[config.mk]
export PLATFORM = sky130hd
export DESIGN_NAME = btca_queue
export DESIGN_NICKNAME = d
export VERILOG_FILES = /design/src/sv/btca_queue.sv
export SDC_FILE = /design/constraint.sdc
export NUM_CORES = 1
export LEC_CHECK = 0
export ABC_AREA = 1
export BUFFER_PORTS_ARGS = -buffer_cell sky130_fd_sc_hd__buf_4
export CORE_MARGIN = 2
export CORE_UTILIZATION = 57
export DETAILED_ROUTE_END_ITERATION = 10
export HOLD_SLACK_MARGIN = 0.03
export PLACE_DENSITY_LB_ADDON = 0.12
export SKIP_CTS_REPAIR_TIMING = 1
export SYNTH_ARGS = -nofsm -noshare
export SYNTH_HDL_FRONTEND = slang
export SYNTH_SLANG_ARGS = --single-unit
export TNS_END_PERCENT = 10
[constraint.sdc]
create_clock -name i_clk -period 1.85 [get_ports i_clk]
set_input_delay 0.185 -clock i_clk [delete_from_list [all_inputs] [get_ports i_clk]]
set_output_delay 0.185 -clock i_clk [all_outputs]
set_load 0.02 [all_outputs]
[src/sv/btca_queue.sv]
`timescale 1ns / 1ps
// ----------------------------------------------------------------------------
// btca_queue
// Short register queue that decouples the classifier from the bin updater.
// ----------------------------------------------------------------------------
module btca_queue #(
    parameter int WIDTH = 32,
    parameter int DEPTH = 4
) (
    input  logic             i_clk,
    input  logic             i_rst_n,
    input  logic             i_push,
    input  logic [WIDTH-1:0] i_data,
    input  logic             i_pop,
    output logic             o_valid,
    output logic             o_full,
    output logic [WIDTH-1:0] o_data
);

    localparam int PW = (DEPTH > 1) ? $clog2(DEPTH) : 1;
    localparam int CW = $clog2(DEPTH + 1);

    logic [WIDTH-1:0] r_mem [DEPTH];
    logic [PW-1:0]    r_wr_ptr, n_wr_ptr;
    logic [PW-1:0]    r_rd_ptr, n_rd_ptr;
    logic [CW-1:0]    r_count,  n_count;

    // Advance pointers with wrap at the depth
    always_comb begin
        n_wr_ptr = r_wr_ptr;
        n_rd_ptr = r_rd_ptr;
        n_count  = r_count;
        if (i_push) begin
            n_wr_ptr = (r_wr_ptr == PW'(DEPTH - 1)) ? '0 : r_wr_ptr + PW'(1);
        end
        if (i_pop) begin
            n_rd_ptr = (r_rd_ptr == PW'(DEPTH - 1)) ? '0 : r_rd_ptr + PW'(1);
        end
        if (i_push && !i_pop) begin
            n_count = r_count + CW'(1);
        end else if (!i_push && i_pop) begin
            n_count = r_count - CW'(1);
        end
    end

    always_ff @(posedge i_clk) begin
        if (!i_rst_n) begin
            r_wr_ptr <= '0;
            r_rd_ptr <= '0;
            r_count  <= '0;
        end else begin
            r_wr_ptr <= n_wr_ptr;
            r_rd_ptr <= n_rd_ptr;
            r_count  <= n_count;
        end
    end

    // Store the pushed word
    always_ff @(posedge i_clk) begin
        if (i_push) begin
            r_mem[r_wr_ptr] <= i_data;
        end
    end

    assign o_valid = (r_count != '0);
    assign o_full  = (r_count == CW'(DEPTH));
    assign o_data  = r_mem[r_rd_ptr];

endmodule

==> impl_metrics.sql <==
INSERT INTO impl_metrics (metric_group, metric, value, unit) VALUES
('synth', 'cell_with_the_most_instances_after_synthesis', 'edfxtp_1', ''),
('synth', 'synth_seq_cells', '137', ''),
('sta', 'unrepaired_setup_endpoints_after_global_routing', 'true', ''),
('global_routing', 'grt_first_pass_wirelength', '16200', 'um'),
('setup_path', 'crit_buf_inv', '3', ''),
('clocking', 'tritoncts', 'yes', ''),
('sta', 'post-route-period-util', '101', '%'),
('setup_path', 'crit_chain', 'buf_12, buf_8, nor2_1, o22ai_1, buf_4', ''),
('synth', 'yosysWarningCount', '0', ''),
('placed_design', 'finalWeightedCongestion', '0.714', ''),
('global_routing', 'grt_antenna_before_repair', '0', ''),
('power_and_ir_drop', 'power.leakage', '2.66', 'nW'),
('cells_and_area', 'stdcell_area', '7080', 'um2'),
('setup_path', 'crit_path_end_kind', 'output pin', ''),
('drt', 'antenna_left', '0', ''),
('placed_design', 'placedCellCount', '541', ''),
('power_and_ir_drop', 'switching_power_total', '1.98', 'mW'),
('setup_path', 'cp_arrival', '1.68', 'ns'),
('synth', 'area_share_of_the_largest_cell_type_after_synthesis', '73.4', '%'),
('setup_path', 'worst-r2r-setup-slack', '0.45', 'ns'),
('clocking', 'root_buffer', 'clkbuf_8', ''),
('synth', 'postSynth.topFlopCell', 'edfxtp_1', ''),
('drt', 'drc_marker_count_from_the_first_detailed_route_iteration', '238', ''),
('synth', 'syn-num-nets', '412', ''),
('setup_path', 'crit_type', 'reg -> out', ''),
('power_and_ir_drop', 'peakVddDrop', '0.705', 'mV'),
('power_and_ir_drop', 'combPwrFrac', '13.0', '%'),
('setup_path', 'worst_path_max_fanout', '11', ''),
('cells_and_area', 'nFillCells', '475', ''),
('cells_and_area', 'multi_input_area', '1020', 'um2'),
('synth', 'synthesis.area', '5240', 'um2'),
('clocking', 'clk_transition_reported_paths', '0.06', 'ns'),
('synth', 'post_synth_fa_ha_maj_area_fraction', '1.82', '%'),
('global_routing', 'gr-total-overflow', '0', ''),
('sta', 'finalSetupViolations', '5', ''),
('drt', 'drt_drc_violations_left', '0', ''),
('drt', 'vias', '3579', ''),
('drt', 'postRouteWirelength', '12700', 'um'),
('sta', 'whs', '0.0289', 'ns'),
('power_and_ir_drop', 'intPower', '6.19', 'mW'),
('sta', 'finalCriticalPeriod', '1.87', 'ns'),
('outcome', 'run_status', 'finished, violations left', ''),
('placed_design', 'dp_hpwl', '5990', 'um'),
('synth', 'synth_top_cells_by_count', 'edfxtp_1 (128), nor2_1 (73), o21ai_0 (39), o22ai_1 (32), o21ai_1 (28)', ''),
('cells_and_area', 'synthToLayoutAreaGrowth', '35.2', '%'),
('synth', 'synthSimpleGateAreaFrac', '6.38', '%'),
('sta', 'final.setup.worst_slack', '-0.0153', 'ns'),
('synth', 'muxShareOfSynthArea', '0', '%'),
('synth', 'synth.distinct_cells', '21', ''),
('outcome', 'failed_checks', 'setup timing', ''),
('drt', 'wl_per_cell', '20.6', 'um'),
('cells_and_area', 'final_layout_size_suffix_gt1_share', '27.3', '%'),
('cells_and_area', 'postLayoutCoreUtil', '80.4', '%'),
('clocking', 'clock_latency', '0.52', 'ns'),
('flow_run', 'drv_cap', '0', ''),
('floorplanning', 'ios', '70', ''),
('global_routing', 'globalRouteTotalUtil', '22.0', '%'),
('cells_and_area', 'antennaDiodeCount', '0', ''),
('power_and_ir_drop', 'finalPower', '8.17', 'mW'),
('synth', 'main_combinational_cell_family_by_area_after_synthesis', 'compound AO/OA/AOI/OAI gates', ''),
('clocking', 'cts_htree_levels', '4', ''),
('global_routing', 'pin_count_of_the_biggest_net_entering_global_routing', '65', ''),
('setup_path', 'worst_setup_path_start_kind', 'register', ''),
('floorplanning', 'floorplan.initialDensity', '59.5', '%'),
('synth', 'syn_area_per_cell', '14.2', 'um2'),
('setup_path', 'cp.required', '1.66', 'ns'),
('floorplanning', 'core_area', '8810', 'um2'),
('setup_path', 'cell_family_with_the_largest_share_of_critical_path_delay', 'buffers and inverters', ''),
('drt', 'initial_drt_pass_iterations', '5', ''),
('synth', 'synth_enable_flop_cells', '128', ''),
('setup_path', 'critical-path-slowest-cell', 'dfxtp_4', '');
[stage by stage]
step	worst slack (ns)	setup TNS, ns
final	-0.0153	-0.0489
after global placement	0.421	0
after CTS	-0.210	-3.89
after global routing	-0.0704	-1.09
after detailed placement	0.371	0
after floorplan	0.240	0
[worst paths after layout]
check        depth (start not counted)   startpoint           to
max reg2reg                          4  r_wr_ptr[0]  r_mem[3][0]
min reg2reg                          2  r_wr_ptr[1]  r_wr_ptr[1]
min                                  3       i_push  r_wr_ptr[1]
max                                  5     register   o_data[30]
[routing by layer]
metal	vias up	global-route usage [%]	part of all wire (%)
met5	-	0	0
met4	0	8.85	1.7
met3	20	5.57	6.4
met2	169	37.2	52
met1	1765	27.3	40
li1	1625	-	-
[registers in the layout, summed over array words and instances (netlist names), named ones only]
name      count
r_mem       128
r_count       3
r_wr_ptr      2
r_rd_ptr      2
[area by class of cell]
cell class | count | share of cell area (%)
tap | 108 | 1.91
sequential | 137 | 56.9
timing repair inverter | 2 | 0.442
timing repair buffer | 126 | 16.4
clock inverter | 13 | 2.76
multi-input combinational | 197 | 14.5
inverter | 16 | 1.13
clock buffer | 19 | 5.95
[worst register-to-register path: stages, from the launching register on]
cell and delay (ns):
dfxtp_1 0.41, ha_1 0.21, nand2_1 0.06, inv_1 0.07
buf_4 0.32
[kinds of logic (layout without fill, tap and decap cells)]
logic type,Yosys count,in the layout
xor gates and xnor gates,1,1
and+or+nand+nor,87,87
AOI/OAI and AO/OA,102,102
adders and majority gates,7,7
buffers and inverters,35,176
DFF,137,137
[placed cells by master, fill, tap and decap left out, drive strengths merged]
cell type	n
bufinv	4
nor2	73
ha	6
nor3	3
inv	20
nand4	1
edfxtp	128
clkinvlp	2
clkbuf	23
o22ai	32
a21oi	3
dlygate4sd3	33
clkinv	5
nand2	9
xor2	1
fa	1
buf	89
dfxtp	9
o21ai	67
nand3	1
[power by group through the flow]
stage                     Sequential [mW]  Combinational, mW  Clock [mW]
final                                3.60               1.06        3.51
after global routing                 3.60               1.13        3.69
after CTS                            3.59              0.875        3.51
after detailed placement             3.65              0.867           0
after global placement               3.65              0.851           0
after floorplan                      3.64              0.511           0
No activity file was read; power rests on OpenSTA's default activity.
