`src/sv/btca_pkg.sv`:
```
`timescale 1ns / 1ps
// ----------------------------------------------------------------------------
// btca_pkg
// Shared types and fixed constants of the binned transfer curve accumulator.
// ----------------------------------------------------------------------------
package btca_pkg;

    // Field widths of the item and result words
    localparam int MODE_W    = 2;
    localparam int FIELD_W   = 16;
    localparam int SELECT_W  = 8;
    localparam int IDX_W     = 8;
    localparam int CNT_W     = 32;
    localparam int SUM_W     = 48;
    localparam int MEAN_W    = 16;

    // Configuration register
    localparam int NUM_BINS_W                = 9;
    localparam logic [NUM_BINS_W-1:0] NUM_BINS_RST = 9'd256;
    localparam int APB_ADDR_W                = 3;
    localparam int APB_DATA_W                = 32;
    localparam logic [0:0] REG_NUM_BINS      = 1'b0;

    // Depth of the queue between front and back
    localparam int QUEUE_DEPTH = 4;

    // Mode codes on the input word
    localparam logic [MODE_W-1:0] MODE_ACC   = 2'd0;
    localparam logic [MODE_W-1:0] MODE_CLEAR = 2'd2;

    // Operation after classification
    typedef enum logic [1:0] {
        OP_ACC,
        OP_READ,
        OP_CLEAR
    } t_op;

    // Back end sequencer states
    typedef enum logic [2:0] {
        BS_CLEAR,
        BS_IDLE,
        BS_LOOK,
        BS_DIV,
        BS_EMIT
    } t_bstate;

    // Flow control seen by the front end
    typedef struct packed {
        logic q_full;
        logic clearing;
    } t_front_ctl;

endpackage

```
`src/sv/btca_front.sv`:
```
`timescale 1ns / 1ps
// ----------------------------------------------------------------------------
// btca_front
// Accept input words, decode the mode and map the input sample to its bin.
// ----------------------------------------------------------------------------
module btca_front #(
    parameter int MAX_BINS    = 256,
    parameter int SAMPLE_BITS = 16
) (
    input  logic                                i_in_valid,
    input  logic [btca_pkg::MODE_W-1:0]         i_mode,
    input  logic signed [btca_pkg::FIELD_W-1:0] i_sample_in,
    input  logic signed [btca_pkg::FIELD_W-1:0] i_sample_out,
    input  logic [btca_pkg::SELECT_W-1:0]       i_bin_select,
    input  logic [$clog2(MAX_BINS+1)-1:0]       i_nb,
    input  btca_pkg::t_front_ctl                i_ctl,
    output logic                                o_in_stall,
    output logic                                o_push,
    output btca_pkg::t_op                       o_op,
    output logic [$clog2(MAX_BINS)-1:0]         o_addr,
    output logic                                o_in_range,
    output logic [btca_pkg::IDX_W-1:0]          o_index,
    output logic [SAMPLE_BITS-1:0]              o_sample
);

    localparam int NB_W  = $clog2(MAX_BINS + 1);
    localparam int BIN_W = $clog2(MAX_BINS);
    localparam int SB    = SAMPLE_BITS;
    localparam int PAD_W = 40;

    logic [PAD_W-1:0]   in_z;
    logic [PAD_W-1:0]   out_z;
    logic [SB-1:0]      x_s;
    logic [SB-1:0]      x_off;
    logic [SB+NB_W-1:0] prod;
    logic [NB_W-1:0]    b_raw;
    logic [NB_W-1:0]    nb_m1;
    logic [NB_W-1:0]    b_acc;
    logic [31:0]        b_z;
    logic [31:0]        sel_z;

    // Stall while the queue is full or the store is being cleared
    assign o_in_stall = i_ctl.q_full | i_ctl.clearing;
    assign o_push     = i_in_valid & ~o_in_stall;

    // Take the low sample bits of each field
    assign in_z  = {{(PAD_W - btca_pkg::FIELD_W){1'b0}}, i_sample_in};
    assign out_z = {{(PAD_W - btca_pkg::FIELD_W){1'b0}}, i_sample_out};
    assign x_s   = in_z[SB-1:0];
    assign o_sample = out_z[SB-1:0];

    // Bin = ((x + half range) * nb) >> SB, clamped to nb-1
    assign x_off = {~x_s[SB-1], x_s[SB-2:0]};
    assign prod  = (SB+NB_W)'(x_off) * (SB+NB_W)'(i_nb);
    assign b_raw = prod[SB +: NB_W];
    assign nb_m1 = i_nb - NB_W'(1);
    assign b_acc = (b_raw > nb_m1) ? nb_m1 : b_raw;
    assign b_z   = 32'(b_acc);
    assign sel_z = 32'(i_bin_select);

    // Classify the word
    always_comb begin
        case (i_mode)
            btca_pkg::MODE_ACC: begin
                o_op       = btca_pkg::OP_ACC;
                o_addr     = b_z[BIN_W-1:0];
                o_in_range = 1'b1;
                o_index    = b_z[btca_pkg::IDX_W-1:0];
            end
            btca_pkg::MODE_CLEAR: begin
                o_op       = btca_pkg::OP_CLEAR;
                o_addr     = sel_z[BIN_W-1:0];
                o_in_range = (sel_z < 32'(MAX_BINS));
                o_index    = i_bin_select;
            end
            default: begin
                o_op       = btca_pkg::OP_READ;
                o_addr     = sel_z[BIN_W-1:0];
                o_in_range = (sel_z < 32'(MAX_BINS));
                o_index    = i_bin_select;
            end
        endcase
    end

endmodule

```
`config.mk`:
```
export PLATFORM = sky130hd
export DESIGN_NAME = btca_front
export DESIGN_NICKNAME = d
export VERILOG_FILES = /design/src/sv/btca_pkg.sv /design/src/sv/btca_front.sv
export SDC_FILE = /design/constraint.sdc
export NUM_CORES = 1
export LEC_CHECK = 0
export BUFFER_PORTS_ARGS = -buffer_cell sky130_fd_sc_hd__buf_2
export CORE_ASPECT_RATIO = 1.75
export CORE_MARGIN = 8
export CORE_UTILIZATION = 25
export DETAILED_ROUTE_END_ITERATION = 8
export PLACE_DENSITY_LB_ADDON = 0.15
export SYNTH_ARGS = -nofsm -noshare
export SYNTH_HDL_FRONTEND = slang
export SYNTH_SLANG_ARGS = --single-unit
```
`constraint.sdc`:
```
create_clock -name vclk -period 10.3
set_input_delay 2.06 -clock vclk [all_inputs]
set_output_delay 2.06 -clock vclk [all_outputs]
set_load 0.005 [all_outputs]
```
==> summary.log <==
[synth] number of nets in the synthesized netlist 798
[drt] routed vias/inst 4.52
[floorplanning] die height 202 um
[floorplanning] die area 0.0248 mm^2
[flow_run] max-cap check violation count 0
[placement] PortBufs 58
[grt] antenna violations before repair 0
[drt] Antenna Violating Nets Remaining 0
[final_layout] register cell area after layout 0 um^2
[worst_setup_path] endpoint arrival time on the critical path 7.93 ns
[power_and_ir_drop] leakage power 2.81 nW
[floorplanning] area of the core 0.0196 mm^2
[worst_hold_path] Hold Path Sink o_sample[10]
[worst_setup_path] capturing element type of the critical path output port
[floorplanning] Initial Util 25.3%
[worst_hold_path] worst hold stages 0
[worst_setup_path] worst endpoint required time 8.24 ns
[placement] total cell area at the placement stage 0.00537 mm^2
[worst_hold_path] worst min-delay path category in2out
[drt] number of vias in the routed layout 3,913
[grt] global-route total usage across every layer 11.9%
[drt] drt first-iter violations 109
[final_layout] Filler Cell Count 2,149
[synth] gate count of the mapped netlist 595
[synth] synthesis warning total 0
[sta] final-report setup violation count 0
[placement] GP Congestion 0.851
[sta] Tcrit/Tclk final 97.0%
[worst_setup_path] critical path type in2out
[power_and_ir_drop] cell area power density 222 mW/mm^2
[sta] Hold Fails Final Rpt 0
[grt] global-route wire length before repair 23.5 mm
[worst_hold_path] hold path startpoint i_sample_out[10]
[drt] total routed wirelength 14.2 mm
[sta] crit path time final 9.99 ns
[final_layout] share of layout cells above drive strength 1 15.0%
[final_layout] multi-input logic area 0.00428 mm^2
[final_layout] most frequent cells in the layout inv_1 (118), fa_1 (98), and2_1 (77)
[final_layout] layout clock buffer count 0
[drt] Routed wire per std cell 16.4 um
[final_layout] Finished Cell Area 0.00545 mm^2
[drt] total iterations of the first detailed-routing run 6
[final_layout] most common cell after layout, fill and taps aside inv_1
[worst_setup_path] top fanout value on the critical path 9
[grt] grt total ovfl 0
[final_layout] Final #Nets 825
[floorplanning] floorplan die width 122 um
[final_layout] utilization after layout 27.8%
[worst_setup_path] Critical Path Start Type input port
[synth] post-synthesis cell area 0.00496 mm^2
[sta] total count of max-transition violations in the final report 0
[grt] maximum number of pins on one net before global-route repair 20
[outcome] result of the run finished, final reports clean
[synth] post-synthesis sequential area ratio 0%
[drt] remaining routing DRC violations 0
[grt] vias in the first global route 4,515
[power_and_ir_drop] Peak VDD IR 0.194 mV
[sta] maximum operating frequency 100 MHz
[placement] dpl hpwl 12.6 mm
[floorplanning] number of top-level design ports 91
[final_layout] growth of design area from synthesis to finish 9.79%
[floorplanning] total number of placement rows 68
[sta] worst slack on hold paths 4.12 ns
[synth] average size of a mapped cell 8.34 um^2
[synth] number of distinct library cells after synthesis 42
[final_layout] number of antenna diodes 0
[final_layout] sequential cell count 0
critical path, stage by stage:
cell     delay [ns]
buf_2          0.17
and2_1         0.19
fa_1           0.52
fa_1           0.52
fa_1           0.55
inv_1          0.05
fa_1           0.54
inv_1          0.04
ha_1           0.34
nand2_1        0.13
o31ai_2        0.35
a31oi_4        0.09
o31ai_4        0.36
nand3_2        0.14
nand2_1        0.09
nor2_1         0.05
ha_1           0.34
nor2_1         0.06
or3_1          0.31
a21oi_1        0.20
o21ai_2        0.11
and2_2         0.25
a221o_1        0.32
buf_2          0.14
synthesized netlist by cell type (2+ instances only):
cell      instances  area share, %
or2_2             3           0.38
o21ai_0           6           0.61
a21o_1            6           0.91
nand2_1          73            5.5
o31ai_1           3           0.45
xor2_1            3           0.53
nand3_1           9           0.91
clkbuf_1         20            1.5
ha_1             51             13
inv_1           118            8.9
a211oi_1          4           0.61
and2_1           78            9.8
o21a_1            2           0.30
a21oi_1          12            1.2
a21oi_2           3           0.53
buf_4            25            3.8
nand2b_1          5           0.63
or3_1             2           0.25
o221ai_1          2           0.35
a31oi_4           2           0.86
a221o_1           6            1.2
fa_1             98             40
nand4_1           4           0.50
a31oi_1           2           0.25
nor2_1           18            1.4
xnor2_1          13            2.3
nor3_1            7           0.71
nor2b_1           6           0.76
report_power, final:
group | internal (mW) | switching, mW
Clock | 0 | 0
Combinational | 0.498 | 0.708
Sequential | 0 | 0
Total | 0.498 | 0.708
logic make-up after synthesis:
family / after synthesis / share of synthesized area (%)
adders and majority gates: 149 / 52.4
xor gates and xnor gates: 16 / 2.83
other: 1 / 0.0756
buffers and inverters: 166 / 14.6
and+or+nand+nor: 207 / 21.2
AOI/OAI and AO/OA: 56 / 8.88
worst max path at each step:
stage	from	cells after the start	slack [ns]	endpoint
2_1_floorplan	i_nb[2]	27	0.34	o_index[6]
3_3_place_gp	i_nb[7]	24	0.08	o_index[6]
3_5_place_dp	i_nb[1]	24	0.04	o_index[6]
4_1_cts	i_nb[1]	24	0.008	o_index[6]
5_1_grt	i_nb[4]	24	-0.004	o_addr[4]
6_report	i_sample_in[3]	24	0.31	o_index[7]
repair_timing:
item / in CTS / in global routing
gates resized for setup: 0 / 16
hold buffers: 0 / 0
buffers inserted: 0 / 2
endpoints found under the setup margin: 0 / 16
layer usage:
layer / GRT usage, % / up-vias / routed length (um)
met5: 0 / - / 0
met3: 0.587 / 8 / 255
li1: - / 1845 / -
met1: 13.3 / 1989 / 5550
met4: 0.919 / 0 / 153
met2: 24.0 / 71 / 8250
through the flow:
step	cells	setup slack (ns)	setup TNS, ns	power, mW
after detailed placement	863	0.0381	0	1.17
after CTS	863	0.00806	0	1.18
after global routing	865	-0.00411	-0.0144	1.38
after floorplan	595	0.335	0	0.856
after global placement	863	0.0787	0	1.16
final	865	0.309	0	1.21
cell type report:
class	count	share of cell area, %
Timing Repair Buffer	73	7.63
Multi-Input combinational cell	429	78.6
Inverter	118	8.13
Tap cell	245	5.63
(Power assumes the default switching activity.)
