$ cat src/sv/btca_pkg.sv
`timescale 1ns / 1ps
// ----------------------------------------------------------------------------
// btca_pkg
// Shared types and fixed constants of the binned transfer curve accumulator.
// ----------------------------------------------------------------------------
package btca_pkg;

    // Field widths of the item and result words
    localparam int MODE_W    = 2;
    localparam int FIELD_W   = 16;
    localparam int SELECT_W  = 8;
    localparam int IDX_W     = 8;
    localparam int CNT_W     = 32;
    localparam int SUM_W     = 48;
    localparam int MEAN_W    = 16;

    // Configuration register
    localparam int NUM_BINS_W                = 9;
    localparam logic [NUM_BINS_W-1:0] NUM_BINS_RST = 9'd256;
    localparam int APB_ADDR_W                = 3;
    localparam int APB_DATA_W                = 32;
    localparam logic [0:0] REG_NUM_BINS      = 1'b0;

    // Depth of the queue between front and back
    localparam int QUEUE_DEPTH = 4;

    // Mode codes on the input word
    localparam logic [MODE_W-1:0] MODE_ACC   = 2'd0;
    localparam logic [MODE_W-1:0] MODE_CLEAR = 2'd2;

    // Operation after classification
    typedef enum logic [1:0] {
        OP_ACC,
        OP_READ,
        OP_CLEAR
    } t_op;

    // Back end sequencer states
    typedef enum logic [2:0] {
        BS_CLEAR,
        BS_IDLE,
        BS_LOOK,
        BS_DIV,
        BS_EMIT
    } t_bstate;

    // Flow control seen by the front end
    typedef struct packed {
        logic q_full;
        logic clearing;
    } t_front_ctl;

endpackage

$ cat src/sv/btca_back.sv
`timescale 1ns / 1ps
// ----------------------------------------------------------------------------
// btca_back
// Clear the bin store after reset, update or read bins, divide for the mean
// and hold the result word until it is taken.
// ----------------------------------------------------------------------------
module btca_back #(
    parameter int MAX_BINS    = 256,
    parameter int SAMPLE_BITS = 16
) (
    input  logic                                i_clk,
    input  logic                                i_rst_n,
    input  logic                                i_q_valid,
    input  btca_pkg::t_op                       i_q_op,
    input  logic [$clog2(MAX_BINS)-1:0]         i_q_addr,
    input  logic                                i_q_in_range,
    input  logic [btca_pkg::IDX_W-1:0]          i_q_index,
    input  logic [SAMPLE_BITS-1:0]              i_q_sample,
    output logic                                o_q_pop,
    output logic                                o_ram_rd_en,
    output logic [$clog2(MAX_BINS)-1:0]         o_ram_rd_addr,
    input  logic [btca_pkg::CNT_W+btca_pkg::SUM_W-1:0] i_ram_rd_data,
    output logic                                o_ram_wr_en,
    output logic [$clog2(MAX_BINS)-1:0]         o_ram_wr_addr,
    output logic [btca_pkg::CNT_W+btca_pkg::SUM_W-1:0] o_ram_wr_data,
    output logic                                o_clearing,
    input  logic                                i_out_stall,
    output logic                                o_out_valid,
    output logic [btca_pkg::IDX_W-1:0]          o_bin_index,
    output logic [btca_pkg::CNT_W-1:0]          o_bin_count,
    output logic signed [btca_pkg::SUM_W-1:0]   o_bin_sum,
    output logic signed [btca_pkg::MEAN_W-1:0]  o_bin_mean,
    output logic                                o_bin_empty,
    output logic                                o_sample_dropped
);

    localparam int BIN_W = $clog2(MAX_BINS);
    localparam int SB    = SAMPLE_BITS;
    localparam int CW    = btca_pkg::CNT_W;
    localparam int SW    = btca_pkg::SUM_W;
    localparam int MW    = btca_pkg::MEAN_W;
    localparam int QW    = btca_pkg::MEAN_W;
    localparam int DW    = $clog2(QW);

    localparam logic [SW-1:0] SUM_MAX = {1'b0, {(SW-1){1'b1}}};
    localparam logic [SW-1:0] SUM_MIN = {1'b1, {(SW-1){1'b0}}};
    localparam logic [MW-1:0] MEAN_MAX = {1'b0, {(MW-1){1'b1}}};
    localparam logic [MW-1:0] MEAN_MIN = {1'b1, {(MW-1){1'b0}}};

    btca_pkg::t_bstate r_state, n_state;

    // Item being worked on
    btca_pkg::t_op   r_op,       n_op;
    logic [BIN_W-1:0] r_addr,    n_addr;
    logic            r_in_range, n_in_range;
    logic [btca_pkg::IDX_W-1:0] r_index, n_index;
    logic [SB-1:0]   r_sample,   n_sample;

    // Result held for the output register
    logic [CW-1:0]   r_res_cnt,  n_res_cnt;
    logic [SW-1:0]   r_res_sum,  n_res_sum;
    logic [MW-1:0]   r_res_mean, n_res_mean;
    logic            r_res_empty, n_res_empty;
    logic            r_res_drop, n_res_drop;

    // Divider
    logic [QW-1:0]   r_mag_lo,   n_mag_lo;
    logic [CW-1:0]   r_rem,      n_rem;
    logic [QW-1:0]   r_quo,      n_quo;
    logic [DW-1:0]   r_div_cnt,  n_div_cnt;
    logic            r_neg,      n_neg;

    // Clearing pass
    logic [BIN_W-1:0] r_clr_addr, n_clr_addr;

    // Output register
    logic            r_out_valid, n_out_valid;
    logic [btca_pkg::IDX_W-1:0] r_out_index;
    logic [CW-1:0]   r_out_cnt;
    logic [SW-1:0]   r_out_sum;
    logic [MW-1:0]   r_out_mean;
    logic            r_out_empty;
    logic            r_out_drop;
    logic            out_load;

    // Lookup datapath
    logic [CW-1:0]   look_cnt;
    logic [SW-1:0]   look_sum;
    logic [SW:0]     acc_sum;
    logic [SW-1:0]   acc_sat;
    logic [SW-1:0]   look_mag;
    logic [CW-1:0]   look_hi;

    // Divider step
    logic [CW:0]     div_shift;
    logic            div_ge;
    logic [CW:0]     div_diff;
    logic [QW-1:0]   div_quo;
    logic [MW-1:0]   div_mean;

    // Bin contents, forced empty for a select beyond the store
    assign look_cnt = r_in_range ? i_ram_rd_data[SW +: CW] : '0;
    assign look_sum = r_in_range ? i_ram_rd_data[SW-1:0]   : '0;

    // Saturating sum update
    assign acc_sum = {look_sum[SW-1], look_sum}
                   + {{(SW+1-SB){r_sample[SB-1]}}, r_sample};
    assign acc_sat = (acc_sum[SW] != acc_sum[SW-1])
                   ? (acc_sum[SW] ? SUM_MIN : SUM_MAX) : acc_sum[SW-1:0];

    // Magnitude of the sum and its upper part for the overflow test
    assign look_mag = look_sum[SW-1] ? (~look_sum + SW'(1)) : look_sum;
    assign look_hi  = look_mag[SW-1:QW];

    // One restoring division step
    assign div_shift = {r_rem, r_mag_lo[r_div_cnt]};
    assign div_ge    = (div_shift >= {1'b0, r_res_cnt});
    assign div_diff  = div_shift - {1'b0, r_res_cnt};
    assign div_quo   = {r_quo[QW-2:0], div_ge};
    assign div_mean  = r_neg ? ((div_quo > MEAN_MIN) ? MEAN_MIN : (~div_quo + MW'(1)))
                             : (div_quo[QW-1] ? MEAN_MAX : div_quo);

    assign out_load = ~r_out_valid | ~i_out_stall;

    // Next state and datapath control
    always_comb begin
        n_state     = r_state;
        n_op        = r_op;
        n_addr      = r_addr;
        n_in_range  = r_in_range;
        n_index     = r_index;
        n_sample    = r_sample;
        n_res_cnt   = r_res_cnt;
        n_res_sum   = r_res_sum;
        n_res_mean  = r_res_mean;
        n_res_empty = r_res_empty;
        n_res_drop  = r_res_drop;
        n_mag_lo    = r_mag_lo;
        n_rem       = r_rem;
        n_quo       = r_quo;
        n_div_cnt   = r_div_cnt;
        n_neg       = r_neg;
        n_clr_addr  = r_clr_addr;
        n_out_valid = r_out_valid & i_out_stall;
        o_q_pop       = 1'b0;
        o_ram_wr_en   = 1'b0;
        o_ram_wr_addr = r_addr;
        o_ram_wr_data = '0;

        case (r_state)
            btca_pkg::BS_CLEAR: begin
                // Zero one entry a cycle
                o_ram_wr_en   = 1'b1;
                o_ram_wr_addr = r_clr_addr;
                n_clr_addr    = r_clr_addr + BIN_W'(1);
                if (r_clr_addr == BIN_W'(MAX_BINS - 1)) begin
                    n_state = btca_pkg::BS_IDLE;
                end
            end
            btca_pkg::BS_IDLE: begin
                o_q_pop = i_q_valid;
                if (i_q_valid) begin
                    n_state = btca_pkg::BS_LOOK;
                end
            end
            btca_pkg::BS_LOOK: begin
                n_res_cnt   = look_cnt;
                n_res_sum   = look_sum;
                n_res_mean  = '0;
                n_res_empty = 1'b0;
                n_res_drop  = 1'b0;
                n_state     = btca_pkg::BS_EMIT;
                if (r_op == btca_pkg::OP_ACC) begin
                    // Drop the sample once the count is saturated
                    if (look_cnt == '1) begin
                        n_res_drop = 1'b1;
                    end else begin
                        n_res_cnt     = look_cnt + CW'(1);
                        n_res_sum     = acc_sat;
                        o_ram_wr_en   = 1'b1;
                        o_ram_wr_data = {look_cnt + CW'(1), acc_sat};
                    end
                end else begin
                    n_res_empty = (look_cnt == '0);
                    if ((r_op == btca_pkg::OP_CLEAR) && r_in_range) begin
                        o_ram_wr_en = 1'b1;
                    end
                    n_neg    = look_sum[SW-1];
                    n_mag_lo = look_mag[QW-1:0];
                    n_rem    = look_hi;
                    n_quo    = '0;
                    n_div_cnt = DW'(QW - 1);
                    if (look_cnt != '0) begin
                        if (look_hi >= look_cnt) begin
                            // Quotient beyond the mean range
                            n_res_mean = look_sum[SW-1] ? MEAN_MIN : MEAN_MAX;
                        end else begin
                            n_state = btca_pkg::BS_DIV;
                        end
                    end
                end
            end
            btca_pkg::BS_DIV: begin
                n_rem     = div_ge ? div_diff[CW-1:0] : div_shift[CW-1:0];
                n_quo     = div_quo;
                n_div_cnt = r_div_cnt - DW'(1);
                if (r_div_cnt == '0) begin
                    n_res_mean = div_mean;
                    n_state    = btca_pkg::BS_EMIT;
                end
            end
            btca_pkg::BS_EMIT: begin
                // Hand over the result, then start the next word
                if (out_load) begin
                    n_out_valid = 1'b1;
                    o_q_pop     = i_q_valid;
                    n_state     = i_q_valid ? btca_pkg::BS_LOOK : btca_pkg::BS_IDLE;
                end
            end
            default: begin
                n_state = btca_pkg::BS_IDLE;
            end
        endcase

        if (o_q_pop) begin
            n_op       = i_q_op;
            n_addr     = i_q_addr;
            n_in_range = i_q_in_range;
            n_index    = i_q_index;
            n_sample   = i_q_sample;
        end
    end

    assign o_ram_rd_en   = o_q_pop;
    assign o_ram_rd_addr = i_q_addr;
    assign o_clearing    = (r_state == btca_pkg::BS_CLEAR);

    // Control registers
    always_ff @(posedge i_clk) begin
        if (!i_rst_n) begin
            r_state     <= btca_pkg::BS_CLEAR;
            r_clr_addr  <= '0;
            r_out_valid <= 1'b0;
        end else begin
            r_state     <= n_state;
            r_clr_addr  <= n_clr_addr;
            r_out_valid <= n_out_valid;
        end
    end

    // Payload registers
    always_ff @(posedge i_clk) begin
        r_op        <= n_op;
        r_addr      <= n_addr;
        r_in_range  <= n_in_range;
        r_index     <= n_index;
        r_sample    <= n_sample;
        r_res_cnt   <= n_res_cnt;
        r_res_sum   <= n_res_sum;
        r_res_mean  <= n_res_mean;
        r_res_empty <= n_res_empty;
        r_res_drop  <= n_res_drop;
        r_mag_lo    <= n_mag_lo;
        r_rem       <= n_rem;
        r_quo       <= n_quo;
        r_div_cnt   <= n_div_cnt;
        r_neg       <= n_neg;
        if ((r_state == btca_pkg::BS_EMIT) && out_load) begin
            r_out_index <= r_index;
            r_out_cnt   <= r_res_cnt;
            r_out_sum   <= r_res_sum;
            r_out_mean  <= r_res_mean;
            r_out_empty <= r_res_empty;
            r_out_drop  <= r_res_drop;
        end
    end

    assign o_out_valid      = r_out_valid;
    assign o_bin_index      = r_out_index;
    assign o_bin_count      = r_out_cnt;
    assign o_bin_sum        = r_out_sum;
    assign o_bin_mean       = r_out_mean;
    assign o_bin_empty      = r_out_empty;
    assign o_sample_dropped = r_out_drop;

endmodule

$ cat config.mk
export PLATFORM = sky130hd
export DESIGN_NAME = btca_back
export DESIGN_NICKNAME = d
export VERILOG_FILES = /design/src/sv/btca_pkg.sv /design/src/sv/btca_back.sv
export SDC_FILE = /design/constraint.sdc
export NUM_CORES = 1
export LEC_CHECK = 0
export ABC_AREA = 1
export BUFFER_PORTS_ARGS = -buffer_cell sky130_fd_sc_hd__buf_2
export CAP_MARGIN = 20
export CORE_UTILIZATION = 45
export CTS_CLUSTER_SIZE = 16
export DETAILED_ROUTE_END_ITERATION = 6
export PLACE_DENSITY = 0.65
export SKIP_LAST_GASP = 1
export SYNTH_ARGS = -nofsm -noshare
export SYNTH_HDL_FRONTEND = slang
export SYNTH_SLANG_ARGS = --single-unit
$ cat constraint.sdc
create_clock -name i_clk -period 26.2 [get_ports i_clk]
set_clock_uncertainty 0.2 [all_clocks]
set_input_delay 5.24 -clock i_clk [delete_from_list [all_inputs] [get_ports i_clk]]
set_output_delay 5.24 -clock i_clk [all_outputs]
set_load 0.005 [all_outputs]
==> results.sh <==
export IMPL_synth_seq_cells=319
export IMPL_cap_violations=0
export IMPL_hold_class="flip-flop to flip-flop"
export IMPL_worstPathMaxFanout=30
export IMPL_p_leak_nw=12.0
export IMPL_synth_edf_count=307
export IMPL_fp_row_count=81
export IMPL_gr_usage_met1_pct=43.1
export IMPL_worstPathCellList="buf_2 -> nand2_1 -> inv_1 -> ha_1 -> inv_1 -> fa_1 -> inv_1 -> nand2_1 -> o21ai_2 -> nand2_1 -> nand2_1 -> nand2_1 -> nand2_1 -> nand3_1 -> nand4_1 -> nand2_1 -> ha_1 -> nand3_1 -> buf_4 -> nand2_1 -> nand2_1 -> nor2_1 -> buf_2"
export IMPL_crit_slowest_cell="ha_1"
export IMPL_worstPathRequired_ns=20.76
export IMPL_reg2reg_depth=21
export IMPL_netlist_instances=2989
export IMPL_timing_hold_ws_ns=0.212
export IMPL_syn_nets=3231
export IMPL_fmax_mhz=65.1
export IMPL_place_ws_ns=10.95
export IMPL_track_usage_pct=32.7
export IMPL_clk_pin_slew_ns=0.06
export IMPL_routedWlPerCell_um=21.2
export IMPL_synthAdderAreaFrac_pct=6.89
export IMPL_tns_ns=0
export IMPL_firstDrtPassIters=6
export IMPL_relSlewSlack_pct=23.7
export IMPL_ctsResizeCount=0
export IMPL_synth_compound_area_share_pct=11.4
export IMPL_ys_seq_area_share_pct=41.9
export IMPL_hold_depth=0
export IMPL_synth_simple_area_share_pct=30.5
export IMPL_area_growth_pct=15.6
export IMPL_critical_path_class="primary input to primary output"
export IMPL_antenna_found_initial=6
export IMPL_drive_gt1_share_pct=15.0
export IMPL_synth_flop_cell="edfxtp_1"
export IMPL_critPathMaxStageDelay_ns=0.73
export IMPL_dieArea_um2=51000
export IMPL_overflow=0
export IMPL_synth_top_family_by_area="simple AND/OR/NAND/NOR gates"
export IMPL_ir_drop_mv=0.0591
export IMPL_cts_tree="yes"
export IMPL_report_final_slew_viol_count=0
export IMPL_grt_use_met2_pct=52.8
export IMPL_dp_hpwl_um=67600
export IMPL_root_buffer="clkbuf_16"
export IMPL_synthArstFlopShare_pct=0
export IMPL_die_w_um=226
export IMPL_cpMostUsedCell="nand2_1"
export IMPL_grt_met3_usage_pct=4.11
export IMPL_yosysTopAreaCellShare_pct=40.9
export IMPL_wl_um=84600
export IMPL_setup_viol=0
export IMPL_grt_pass1_wl_um=124000
export IMPL_fin_ws_ns=10.84
export IMPL_htree_levels=2
export IMPL_grt_busiest_layer="met2"
export IMPL_tightest_slew_ns=1.13
export IMPL_synth_distinct_cells=56
export IMPL_die_y_um=226
export IMPL_worst_setup_path_start_kind="primary input"
export IMPL_vias=22300
export IMPL_cts_buffers=38
export IMPL_hold_buffers=0
export IMPL_clk_latency_ns=0.58
export IMPL_endpoint_kind="primary output"
export IMPL_detail_route_antenna_nets=0
export IMPL_yosys_warnings=0
export IMPL_clock_sinks=319
export IMPL_drt_iter0_drc=2140
export IMPL_grt_max_degree=65
export IMPL_regToRegSetupSlack_ns=20.18
export IMPL_n_fill_cell=4826
export IMPL_cp_arrival_ns=9.92
export IMPL_min_period_over_period_pct=58.6
export IMPL_status="finished clean"
export IMPL_synth_top_cells_by_area="edfxtp_1 (41%), nand2_1 (15%), ha_1 (6.7%), nor2_1 (6.3%), inv_1 (5.0%)"
export IMPL_via_per_inst=5.60
export IMPL_hold_violations=0
export IMPL_place_congestion=1.04
export IMPL_rsz0062_at_grt="no"
export IMPL_synthXorXnorAreaFrac_pct=1.79
export IMPL_fin_nets=3538
export IMPL_avgSynthCellArea_um2=7.55
export IMPL_layout_min_cycle_time_ns=15.36
export IMPL_synth_area_leader_cell="edfxtp_1"
export IMPL_syn_area_um2=22600
export IMPL_route_detailed_drc=0
export IMPL_ios=326
export IMPL_start_util_pct=45.9
export IMPL_core_um2=49200
export IMPL_muxShareOfSynthArea_pct=0.0499
export IMPL_cts_setup_buffers=0
export IMPL_first_global_vias=21300
export IMPL_powerDensity_nw_per_um2=46.9
export IMPL_clockBufferDepth=3
export IMPL_io_buffers=325
[synth_stat cells, types with 13 or more instances]
master    instances
a21oi_1         156
ha_1            121
o211ai_1         26
or2_2            22
nand2_1         918
edfxtp_1        307
clkbuf_1         33
nand4_1          45
inv_2            15
nor2_1          378
buf_6            15
xor2_1           30
buf_4            13
inv_1           299
nor3_1           40
nand3b_1         13
o21ai_0         188
o21ai_1          33
xnor2_1          16
buf_2            14
nand3_1         164
[cells in the final DEF (no fill, tap or decap), drive strengths merged, types with 6 or more instances in the layout]
cell	synthesis	final
nand2	933	933
nor2	384	384
buf	47	347
inv	315	321
edfxtp	307	307
o21ai	223	223
nand3	168	168
a21oi	158	158
ha	121	121
nand4	47	47
nor3	45	45
clkbuf	33	44
xor2	30	30
o211ai	26	26
or2	22	22
xnor2	16	16
nor4	16	16
nand3b	14	14
o21bai	12	12
a21o	12	12
dfxtp	12	12
clkinv	3	12
a31oi	9	9
and2	7	7
bufinv	0	7
o22ai	7	7
o21a	6	6
[power by group]
| group | internal (mW) | total [mW] | switching [mW] |
|---|---|---|---|
| Clock | 0.345 | 0.571 | 0.226 |
| Combinational | 0.0309 | 0.0959 | 0.0650 |
| Sequential | 0.555 | 0.555 | 0.000332 |
| Total | 0.931 | 1.22 | 0.292 |
[critical path: cells and delay by family]
kind,cells,cell delay (ns)
adder cells (fa/ha/maj),3,1.36
AND/OR/NAND/NOR,13,1.91
AO/OA/AOI/OAI,1,0.26
buffers and inverters,6,1.12
[cell type report]
class / instances / area, um^2 / area share [%]
Antenna cell: 2 / 5.00 / 0.0192
Clock buffer: 44 / 995 / 3.82
Clock inverter: 24 / 335 / 1.29
Inverter: 318 / 1200 / 4.59
Multi-Input combinational cell: 2272 / 11500 / 43.9
Sequential cell: 319 / 9460 / 36.3
Tap cell: 664 / 831 / 3.19
Timing Repair Buffer: 347 / 1790 / 6.87
[flip-flops by register name, indices dropped and copies added (netlist names), 2 cells and up]
signal       count
r_quo           15
r_sample        16
r_rem           32
r_mag_lo        16
r_res_cnt       32
r_clr_addr       8
o_bin_count     32
r_state          3
r_res_sum       48
r_op             2
o_bin_sum       48
r_index          8
r_res_mean      16
o_bin_index      8
r_div_cnt        4
o_bin_mean      16
r_addr           8
[cell families after synthesis]
family                   after synthesis
buffers and inverters                398
AND/OR/NAND/NOR                     1638
adder cells (fa/ha/maj)              123
multiplexers                           1
AO/OA/AOI/OAI                        464
flip-flops                           319
XOR/XNOR                              46
[stage by stage]
step                      instances  power [mW]  area (um^2)  util, %
final                          3990        1.22        26100     53.0
after global routing           3990        1.26        26100     53.0
after CTS                      3988        1.23        26100     53.0
after detailed placement       3920       0.659        24700     50.3
after global placement         3920       0.658        24700     50.3
after floorplan                2989       0.622        22600        -
[per-layer routing]
metal	part of all wire, %	wire, um	vias up
met5	0.067	57	-
met2	46	38600	1007
met1	43	36100	10500
met3	6.6	5580	197
li1	-	-	10600
met4	5.0	4230	8
[path summary, 6_finish.rpt]
| check | startpoint | endpoint |
|---|---|---|
| worst max-delay path | i_ram_rd_data[0] | o_ram_wr_data[31] |
| worst min-delay path | r_res_sum[20] | o_bin_sum[20] |
| worst max register to register | r_in_range | r_res_sum[27] |
| worst min register to register | r_res_sum[20] | o_bin_sum[20] |
Note: power is estimated with default switching activity, not from simulation.
